[src/rtl/core/fpr_pkg.sv]
// fpr_pkg: shared types and constants of the line rewriter
// holds replacement storage constants, parser state codes, byte codes, the parser action type and byte helpers
// no dependencies
package fpr_pkg;

  // replacement storage
  localparam int unsigned ReplMax    = 56;
  localparam int unsigned NumWords   = 7;
  localparam int unsigned LenW       = 6;
  localparam int unsigned CfgAddrW   = 3;
  localparam logic [CfgAddrW-1:0] CfgLenAddr = 3'd7;

  // parser state codes
  localparam int unsigned StW = 3;
  localparam logic [StW-1:0] StPre  = 3'd0;
  localparam logic [StW-1:0] StF    = 3'd1;
  localparam logic [StW-1:0] StD    = 3'd2;
  localparam logic [StW-1:0] StT    = 3'd3;
  localparam logic [StW-1:0] StGap1 = 3'd4;
  localparam logic [StW-1:0] StGap  = 3'd5;
  localparam logic [StW-1:0] StVal  = 3'd6;
  localparam logic [StW-1:0] StRest = 3'd7;

  // byte codes
  localparam logic [7:0] ChF    = 8'h46;
  localparam logic [7:0] ChD    = 8'h44;
  localparam logic [7:0] ChT    = 8'h54;
  localparam logic [7:0] ChHash = 8'h23;
  localparam logic [7:0] ChNl   = 8'h0A;
  localparam logic [7:0] ChSp   = 8'h20;
  localparam logic [7:0] ChTab  = 8'h09;
  localparam logic [7:0] ChCr   = 8'h0D;
  localparam logic [7:0] ChLowA = 8'h61;
  localparam logic [7:0] ChLowZ = 8'h7A;
  localparam logic [7:0] CaseBit = 8'h20;

  // what one input byte causes
  typedef enum logic [1:0] {
    ActDrop,
    ActCopy,
    ActRepl
  } action_e;

  function automatic logic is_blank(input logic [7:0] c);
    return (c == ChSp) || (c >= ChTab && c <= ChCr);
  endfunction

  function automatic logic [7:0] upcase(input logic [7:0] c);
    return (c >= ChLowA && c <= ChLowZ) ? (c - CaseBit) : c;
  endfunction

endpackage

[src/rtl/core/fdt_path_line_rewriter_top.sv]
// fdt_path_line_rewriter_top: byte stream rewriter for FDT keyword lines
// input register, parser, replacement registers and output word register
// depends on fpr_pkg and fpr_parser
// path: an accepted word goes to the input register, then to the output register when it frees
// throughput: one word per cycle while unstalled; a replacement of up to 56 bytes holds the input
// reset: line state returns to line start, replacement words and length clear to zero
module fdt_path_line_rewriter_top (
  input  logic                          clk_i,
  input  logic                          rst_ni,
  // input stream, tdata: in_byte[7:0]
  input  logic                          s_axis_tvalid,
  output logic                          s_axis_tready,
  input  logic [7:0]                    s_axis_tdata,
  // output stream, tdata: out_byte[7:0]; tlast marks each copied byte and the last replacement byte
  output logic                          m_axis_tvalid,
  input  logic                          m_axis_tready,
  output logic [7:0]                    m_axis_tdata,
  output logic                          m_axis_tlast,
  // configuration write port
  input  logic                          cfg_we_i,
  input  logic [fpr_pkg::CfgAddrW-1:0]  cfg_addr_i,
  input  logic [63:0]                   cfg_wdata_i
);
  import fpr_pkg::*;

  localparam logic [LenW-1:0] ReplMaxL = LenW'(ReplMax);
  localparam logic [CfgAddrW-1:0] NumWordsA = CfgAddrW'(NumWords);

  // configuration registers
  logic [63:0]     repl_q [NumWords];
  logic [LenW-1:0] repl_len_q;
  logic [LenW-1:0] len_sat;

  // input register
  logic            in_valid_q;
  logic [7:0]      in_byte_q;

  // output register
  logic            out_valid_q;
  logic            out_repl_q;
  logic [7:0]      out_byte_q;
  logic [LenW-1:0] out_idx_q;
  logic [LenW-1:0] out_len_q;

  logic            out_last;
  logic            out_done;
  logic            advance;
  logic            step;
  action_e         act;
  logic [63:0]     rd_word;
  logic [7:0]      rd_byte;

  // configuration writes
  always_ff @(posedge clk_i or negedge rst_ni) begin
    if (!rst_ni) begin
      for (int i = 0; i < NumWords; i++) begin
        repl_q[i] <= '0;
      end
      repl_len_q <= '0;
    end else if (cfg_we_i) begin
      if (cfg_addr_i < NumWordsA) begin
        repl_q[cfg_addr_i] <= cfg_wdata_i;
      end else if (cfg_addr_i == CfgLenAddr) begin
        repl_len_q <= cfg_wdata_i[LenW-1:0];
      end
    end
  end

  assign len_sat = (repl_len_q > ReplMaxL) ? ReplMaxL : repl_len_q;

  // handshake control
  assign out_last      = !out_repl_q || ((out_idx_q + 1'b1) == out_len_q);
  assign out_done      = out_valid_q && m_axis_tready && out_last;
  assign advance       = !out_valid_q || out_done;
  assign step          = advance && in_valid_q;
  assign s_axis_tready = !in_valid_q || advance;

  // input register
  always_ff @(posedge clk_i or negedge rst_ni) begin
    if (!rst_ni) begin
      in_valid_q <= 1'b0;
    end else if (s_axis_tvalid && s_axis_tready) begin
      in_valid_q <= 1'b1;
    end else if (advance) begin
      in_valid_q <= 1'b0;
    end
  end

  always_ff @(posedge clk_i) begin
    if (s_axis_tvalid && s_axis_tready) begin
      in_byte_q <= s_axis_tdata;
    end
  end

  fpr_parser u_parser (
    .clk_i  (clk_i),
    .rst_ni (rst_ni),
    .step_i (step),
    .byte_i (in_byte_q),
    .act_o  (act)
  );

  // output register control
  always_ff @(posedge clk_i or negedge rst_ni) begin
    if (!rst_ni) begin
      out_valid_q <= 1'b0;
      out_repl_q  <= 1'b0;
      out_idx_q   <= '0;
    end else if (advance) begin
      out_idx_q <= '0;
      if (step && act == ActCopy) begin
        out_valid_q <= 1'b1;
        out_repl_q  <= 1'b0;
      end else if (step && act == ActRepl && len_sat != '0) begin
        out_valid_q <= 1'b1;
        out_repl_q  <= 1'b1;
      end else begin
        out_valid_q <= 1'b0;
        out_repl_q  <= 1'b0;
      end
    end else if (m_axis_tready) begin
      // next byte of the replacement string
      out_idx_q <= out_idx_q + 1'b1;
    end
  end

  // output payload
  always_ff @(posedge clk_i) begin
    if (step) begin
      out_byte_q <= in_byte_q;
      out_len_q  <= len_sat;
    end
  end

  // replacement byte select
  assign rd_word = repl_q[out_idx_q[LenW-1:3]];
  assign rd_byte = rd_word[{out_idx_q[2:0], 3'b000} +: 8];

  assign m_axis_tvalid = out_valid_q;
  assign m_axis_tdata  = out_repl_q ? rd_byte : out_byte_q;
  assign m_axis_tlast  = out_last;

endmodule

[src/rtl/core/fpr_parser.sv]
// fpr_parser: per-line keyword parser, one byte per step
// decides copy, drop or replace for each byte and keeps the line state
// depends on fpr_pkg
module fpr_parser (
  input  logic                   clk_i,
  input  logic                   rst_ni,
  input  logic                   step_i,
  input  logic [7:0]             byte_i,
  output fpr_pkg::action_e       act_o
);
  import fpr_pkg::*;

  logic [StW-1:0] state_q, state_d;
  action_e        act;
  logic           blank;
  logic [7:0]     up;

  assign blank = is_blank(byte_i);
  assign up    = upcase(byte_i);

  // next state and action
  always_comb begin
    state_d = state_q;
    act     = ActCopy;
    case (state_q)
      StPre: begin
        if (blank) begin
          state_d = StPre;
        end else if (byte_i == ChHash) begin
          state_d = StRest;
        end else begin
          state_d = (up == ChF) ? StD : StRest;
        end
      end
      StF: begin
        state_d = (up == ChF) ? StD : StRest;
      end
      StD: begin
        state_d = (up == ChD) ? StT : StRest;
      end
      StT: begin
        state_d = (up == ChT) ? StGap1 : StRest;
      end
      StGap1: begin
        state_d = blank ? StGap : StRest;
      end
      StGap: begin
        if (blank) begin
          state_d = StGap;
        end else if (byte_i == ChHash) begin
          state_d = StRest;
        end else begin
          act     = ActRepl;
          state_d = StVal;
        end
      end
      StVal: begin
        if (blank || byte_i == ChHash) begin
          state_d = StRest;
        end else begin
          act = ActDrop;
        end
      end
      default: begin
        state_d = state_q;
      end
    endcase
    // every newline returns to line start
    if (byte_i == ChNl) begin
      state_d = StPre;
    end
  end

  assign act_o = act;

  // line state register
  always_ff @(posedge clk_i or negedge rst_ni) begin
    if (!rst_ni) begin
      state_q <= StPre;
    end else if (step_i) begin
      state_q <= state_d;
    end
  end

endmodule

[config.mk]
export PLATFORM = sky130hd
export DESIGN_NAME = fdt_path_line_rewriter_top
export DESIGN_NICKNAME = d
export VERILOG_FILES = /design/src/rtl/core/fpr_pkg.sv /design/src/rtl/core/fdt_path_line_rewriter_top.sv /design/src/rtl/core/fpr_parser.sv
export SDC_FILE = /design/constraint.sdc
export NUM_CORES = 1
export LEC_CHECK = 0
export BUFFER_PORTS_ARGS = -buffer_cell sky130_fd_sc_hd__buf_2
export CAP_MARGIN = 25
export CORE_UTILIZATION = 58
export CTS_BUF_LIST = sky130_fd_sc_hd__clkbuf_2 sky130_fd_sc_hd__clkbuf_4 sky130_fd_sc_hd__clkbuf_8
export DETAILED_ROUTE_END_ITERATION = 10
export PLACE_DENSITY = 0.85
export SYNTH_ARGS = -nofsm -noshare
export SYNTH_HDL_FRONTEND = slang
export SYNTH_SLANG_ARGS = --single-unit
[constraint.sdc]
create_clock -name clk_i -period 3.7 [get_ports clk_i]
set_input_delay 0.74 -clock clk_i [delete_from_list [all_inputs] [get_ports clk_i]]
set_output_delay 0.74 -clock clk_i [all_outputs]
set_load 0.005 [all_outputs]
-- Word-level counts from Yosys, hierarchy flattened
Index checks and enable logic that the tools add are counted.
- add/sub/neg operators: 2
- magnitude comparators: 9
- eq/ne operators: 17
- shift-type cells: 1
- multiplexer cells: 31
- bitwise logic cells: 3
- reductions and logical operators: 26
- operator list (kind ; count):
    448-bit bitwise mux ; 1
    64-bit binary-select mux with 3-bit select ; 1
    64-bit demux with 3-bit select ; 1
    64-bit 2-to-1 mux ; 3
    64-bit by 7-bit indexed part select with 8-bit output ; 1
    8-bit by 7-bit == test with 1-bit output, second input constant ; 3
    3-bit 2-to-1 mux ; 7
    3-bit case mux with 7 select lines ; 1
    6-bit 2-to-1 mux ; 3
    8-bit by 6-bit == test with 1-bit output, second input constant ; 2
    8-bit 2-to-1 mux ; 2
    3-bit == test, second input constant ; 4
    1-bit logical AND ; 10
    8-bit by 4-bit == test with 1-bit output, second input constant ; 1
    4-bit greater-or-equal comparator, second input constant ; 2
    8-bit by 4-bit greater-or-equal comparator with 1-bit output, second input constant ; 1
    8-bit by 7-bit greater-or-equal comparator with 1-bit output, second input constant ; 1
    8-bit by 4-bit <= comparator with 1-bit output, second input constant ; 1
    8-bit by 7-bit <= comparator with 1-bit output, second input constant ; 1
    2-bit 2-to-1 mux ; 4
    3-bit NOT with 4-bit output ; 2
    8-bit nonzero test ; 1
    8-bit by 6-bit subtractor with 8-bit output, second input constant ; 1
    1-bit 2-to-1 mux ; 7
    19 further kinds ; 28
- register bits after elaboration: 488
- bits of input ports: 80
- output and inout bits: 11
- logic and storage cells: 105

-- Logic depth before layout (Yosys ltp)
- depth after elaboration: 11
- mapped depth: 11

-- Cells and area by module
A second synthesis with hierarchy kept.
- cell total of the unflattened synthesis: 1539
- area total of the unflattened synthesis: 22539.1 um2
- modules (own cells, without submodules) (module ; instances ; cells an instance ; area an instance (um2)):
    fdt_path_line_rewriter_top ; 1 ; 1479 ; 22078.7
    fpr_parser ; 1 ; 60 ; 460.4

-- Worst setup path after synthesis
No wires, ideal clock.
- kind: flip-flop to output port
- start point: register out_idx_q[4]
- end point: output port m_axis_tdata[6]
- data arrival time: 2142 ps
- data required time: 2960 ps
- setup slack: 818 ps
- stages on the path, launching flop included: 10
- cells stage by stage: dfrtp_1 buf_2 buf_2 buf_1 mux2_2 a221oi_1 nor2_1 o21ai_0 a31oi_1 a32o_1
- longest elaborated chain between the ends: 6
- RTL lines (element ; RTL line ; RTL):
    start, declared ; fdt_path_line_rewriter_top.sv:42 ; logic [LenW-1:0] out_idx_q;
    start signal, assigned ; fdt_path_line_rewriter_top.sv:123 ; out_idx_q <= out_idx_q + 1'b1;
    3-bit NOT with 4-bit output (implied by the code) ; fdt_path_line_rewriter_top.sv:136 ; assign rd_word = repl_q[out_idx_q[LenW-1:3]];
    64-bit binary-select mux with 3-bit select ; fdt_path_line_rewriter_top.sv:136 ;
    64-bit 2-to-1 mux (implied by the code) (2 in a row) ; fdt_path_line_rewriter_top.sv:136 ;
    64-bit by 7-bit indexed part select with 8-bit output ; fdt_path_line_rewriter_top.sv:137 ; assign rd_byte = rd_word[{out_idx_q[2:0], 3'b000} +: 8];
    8-bit 2-to-1 mux ; fdt_path_line_rewriter_top.sv:140 ; assign m_axis_tdata = out_repl_q ? rd_byte : out_byte_q;
    end, declared ; fdt_path_line_rewriter_top.sv:17 ; output logic [7:0] m_axis_tdata,
No other way between the ends. The select of a mux whose other input is x is not followed.

-- Worst setup path after layout
Same ends and word-level chain as after synthesis.

==> out/summary.txt <==
Number of flops mapped to enable cells by yosys = 22
Root buf cell = clkbuf_8
Critical path type = reg2out
Share of layout cells above drive strength 1 = 0.518
Boundary pin count = 91
IR drop worst, VDD = 421 uV
WP data required = 2960 ps
Post-Syn Area = 0.0225 sq mm
Max Clock Freq = 258 MHz
Synth area leaders = dfrtp_1 (52%), mux2_2 (25%), mux4_2 (3.4%)
Yosys top cell by area = dfrtp_1
NumNets Final = 1844
Worst-Margin Slew = 1100 ps
Initial Util = 0.593
GP Congestion = 0.852
Vias in the first global route = 16200
Unique masters post-synth = 61
Worst EP arrival = 3140 ps
Initial antenna violation count = 5
Seq/Total Area, Yosys = 0.547
PnR worst setup slack = -180 ps
WL/cell = 26.0 microns
Clk_skew = 28.8 ps
Buffers on Ports = 90
Vias per inst = 6.63
Syn nets = 1698
R2R Path End = u_parser.state_q[2]
Dpl cells = 2161
CTS clk-pin slew, worst paths = 60 ps
FILL cells = 2319
Drt initial violations = 1512
Chip height = 199 microns
CP endpoint kind = output pin
Total number of vias = 15400
Max-cap violations = 0
Area Overhead vs Synth = 17.1%
DR DRC count = 0
Seq cells post-synth = 488
Crit-path max FO = 6
Row cnt = 71
Final Cycle Share = 1.05
Critical path origin = out_idx_q[4]
R2r startpoint = in_byte_q[5]
Area of the core = 0.0379 sq mm
First-pass detailed-route iteration total = 7
Worst setup path end = m_axis_tdata[6]
Synth Area per Inst = 13.9 sq um
Final slew viol count = 0
PwrDens = 535 mW/mm^2
Tot GR Track Use = 0.305
Leakage = 10.8 nW
Endpoints failing hold = 0
Inserted Clock Buffers = 81
Slew HR = 0.270
Most frequent cells in the layout = mux2_2 (496), dfrtp_1 (461), clkbuf_8 (98)
Non-filler cells, final = 2323
RSZ-0062 raised after global routing = true
Ys Warns = 0
Status = complete, but fails checks
Chip Width = 199 microns
Tot Pwr = 14.1 mW
Area share of the largest cell type after synthesis = 0.518
Clock sink count = 488
R2R setup slack = 770 ps
Largest net degree at the start of global routing = 100
Async S/R FF share, synth = 0.955
Latest clock arrival within the worst-skew pair = 650 ps
CTS tree = yes
Gate Count Post-Synth = 1615
Global-route wire length before repair = 91.5 mm
Failing checks = setup timing
H-tree depth = 3
Dpl hpwl = 34.2 mm
CP Launch Type = flip-flop
Clock tree buffer depth = 3
Die Area = 0.0396 sq mm
ANT nets after route = 0
Total grt overflow = 0
Detailed Route WL = 60.5 mm
Ys flop type = dfrtp_1
Min Tclk post-route = 3880 ps
Commonest non-fill, non-tap cell in the layout = mux2_2
R2R depth = 8
Final setup violation count = 7
Worst Hold Class = in2async
Hold buffer count at CTS = 0
[flip-flops by register name, summed over array words and instances, names as in the netlist]
register / cells
in_byte_q: 8
in_valid_q: 1
m_axis_tvalid: 1
out_byte_q: 8
out_idx_q: 6
out_len_q: 6
out_repl_q: 1
repl_len_q: 6
repl_q: 448
u_parser.state_q: 3
[cell families (layout without fill, tap and decap cells)]
| logic type | count (synthesis) | after routing | synth area share |
|---|---|---|---|
| other | 0 | 4 | 0 |
| muxes | 606 | 606 | 0.316 |
| adders and majority gates | 3 | 3 | 0.00167 |
| xor gates and xnor gates | 6 | 6 | 0.00233 |
| DFF | 488 | 488 | 0.547 |
| buffers and inverters | 127 | 320 | 0.0227 |
| and+or+nand+nor | 168 | 168 | 0.0409 |
| AOI/OAI and AO/OA | 217 | 217 | 0.0692 |
[synth_stat cells, drive strengths merged, types with 15 or more instances]
library cell  count
mux2            496
dfrtp           466
clkbuf           86
mux2i            76
a21oi            46
o21ai            35
mux4             34
buf              30
nor2             30
nand2            29
a221o            24
a22oi            23
edfxtp           22
a221oi           18
and2             17
nor2b            16
nor3             16
a211oi           15
[stage by stage]
step	hold slack [ps]	setup slack, ps	setup TNS (ps)	util	instance area, sq um
global placement	481	444	0	0.628	23800
global route	227	-168	-1010	0.695	26400
finish	174	-180	-551	0.695	26400
floorplan	444	818	0	-	22500
detailed placement	488	406	0	0.628	23800
CTS	201	-6.02	-12.3	0.685	26000
[cell type report]
cell class | instances | area, sq um | area share
well taps | 511 | 639 | 0.0242
repair buffers | 179 | 1600 | 0.0608
multi-input cells | 1000 | 10200 | 0.385
diodes | 4 | 10.0 | 0.000380
clock buffers | 120 | 1510 | 0.0574
inverters | 11 | 41.3 | 0.00157
flip-flops and latches | 488 | 12300 | 0.468
clock inverters | 10 | 68.8 | 0.00261
[per-layer routing]
layer	vias up	global-route usage	wire (microns)
li1	6348	-	-
met2	785	0.492	29800
met3	214	0.0660	4620
met1	8052	0.392	23600
met4	6	0.147	2410
met5	-	0	32
[timing repair]
action,4_1_cts,5_1_grt
resized for setup,72,55
pin swaps,19,30
buffers inserted,18,7
endpoints found under the setup margin,10,10
gates cloned,3,4
[power breakdown]
group | internal [mW] | switching, mW | total (mW)
clock network | 2.60 | 2.14 | 4.74
logic | 1.28 | 0.909 | 2.19
registers | 6.51 | 0.670 | 7.18
total | 10.4 | 3.72 | 14.1
[how the worst min path moves through the flow]
stage / to / slack, ps / cells after the start
3_5_place_dp: out_len_q[5] / 490 / 0
3_3_place_gp: repl_q[354] / 480 / 1
6_report: repl_q[361] / 170 / 1
5_1_grt: repl_q[361] / 230 / 1
4_1_cts: repl_q[361] / 200 / 1
2_1_floorplan: in_valid_q / 440 / 0
[critical path: stages, from the launching register on]
cell	delay (ps)
dfrtp_4	530
buf_12	170
buf_12	140
buf_12	120
mux2_2	340
a221oi_1	520
o32ai_1	180
a32o_2	340
buf_2	140
(Power assumes the default switching activity.)
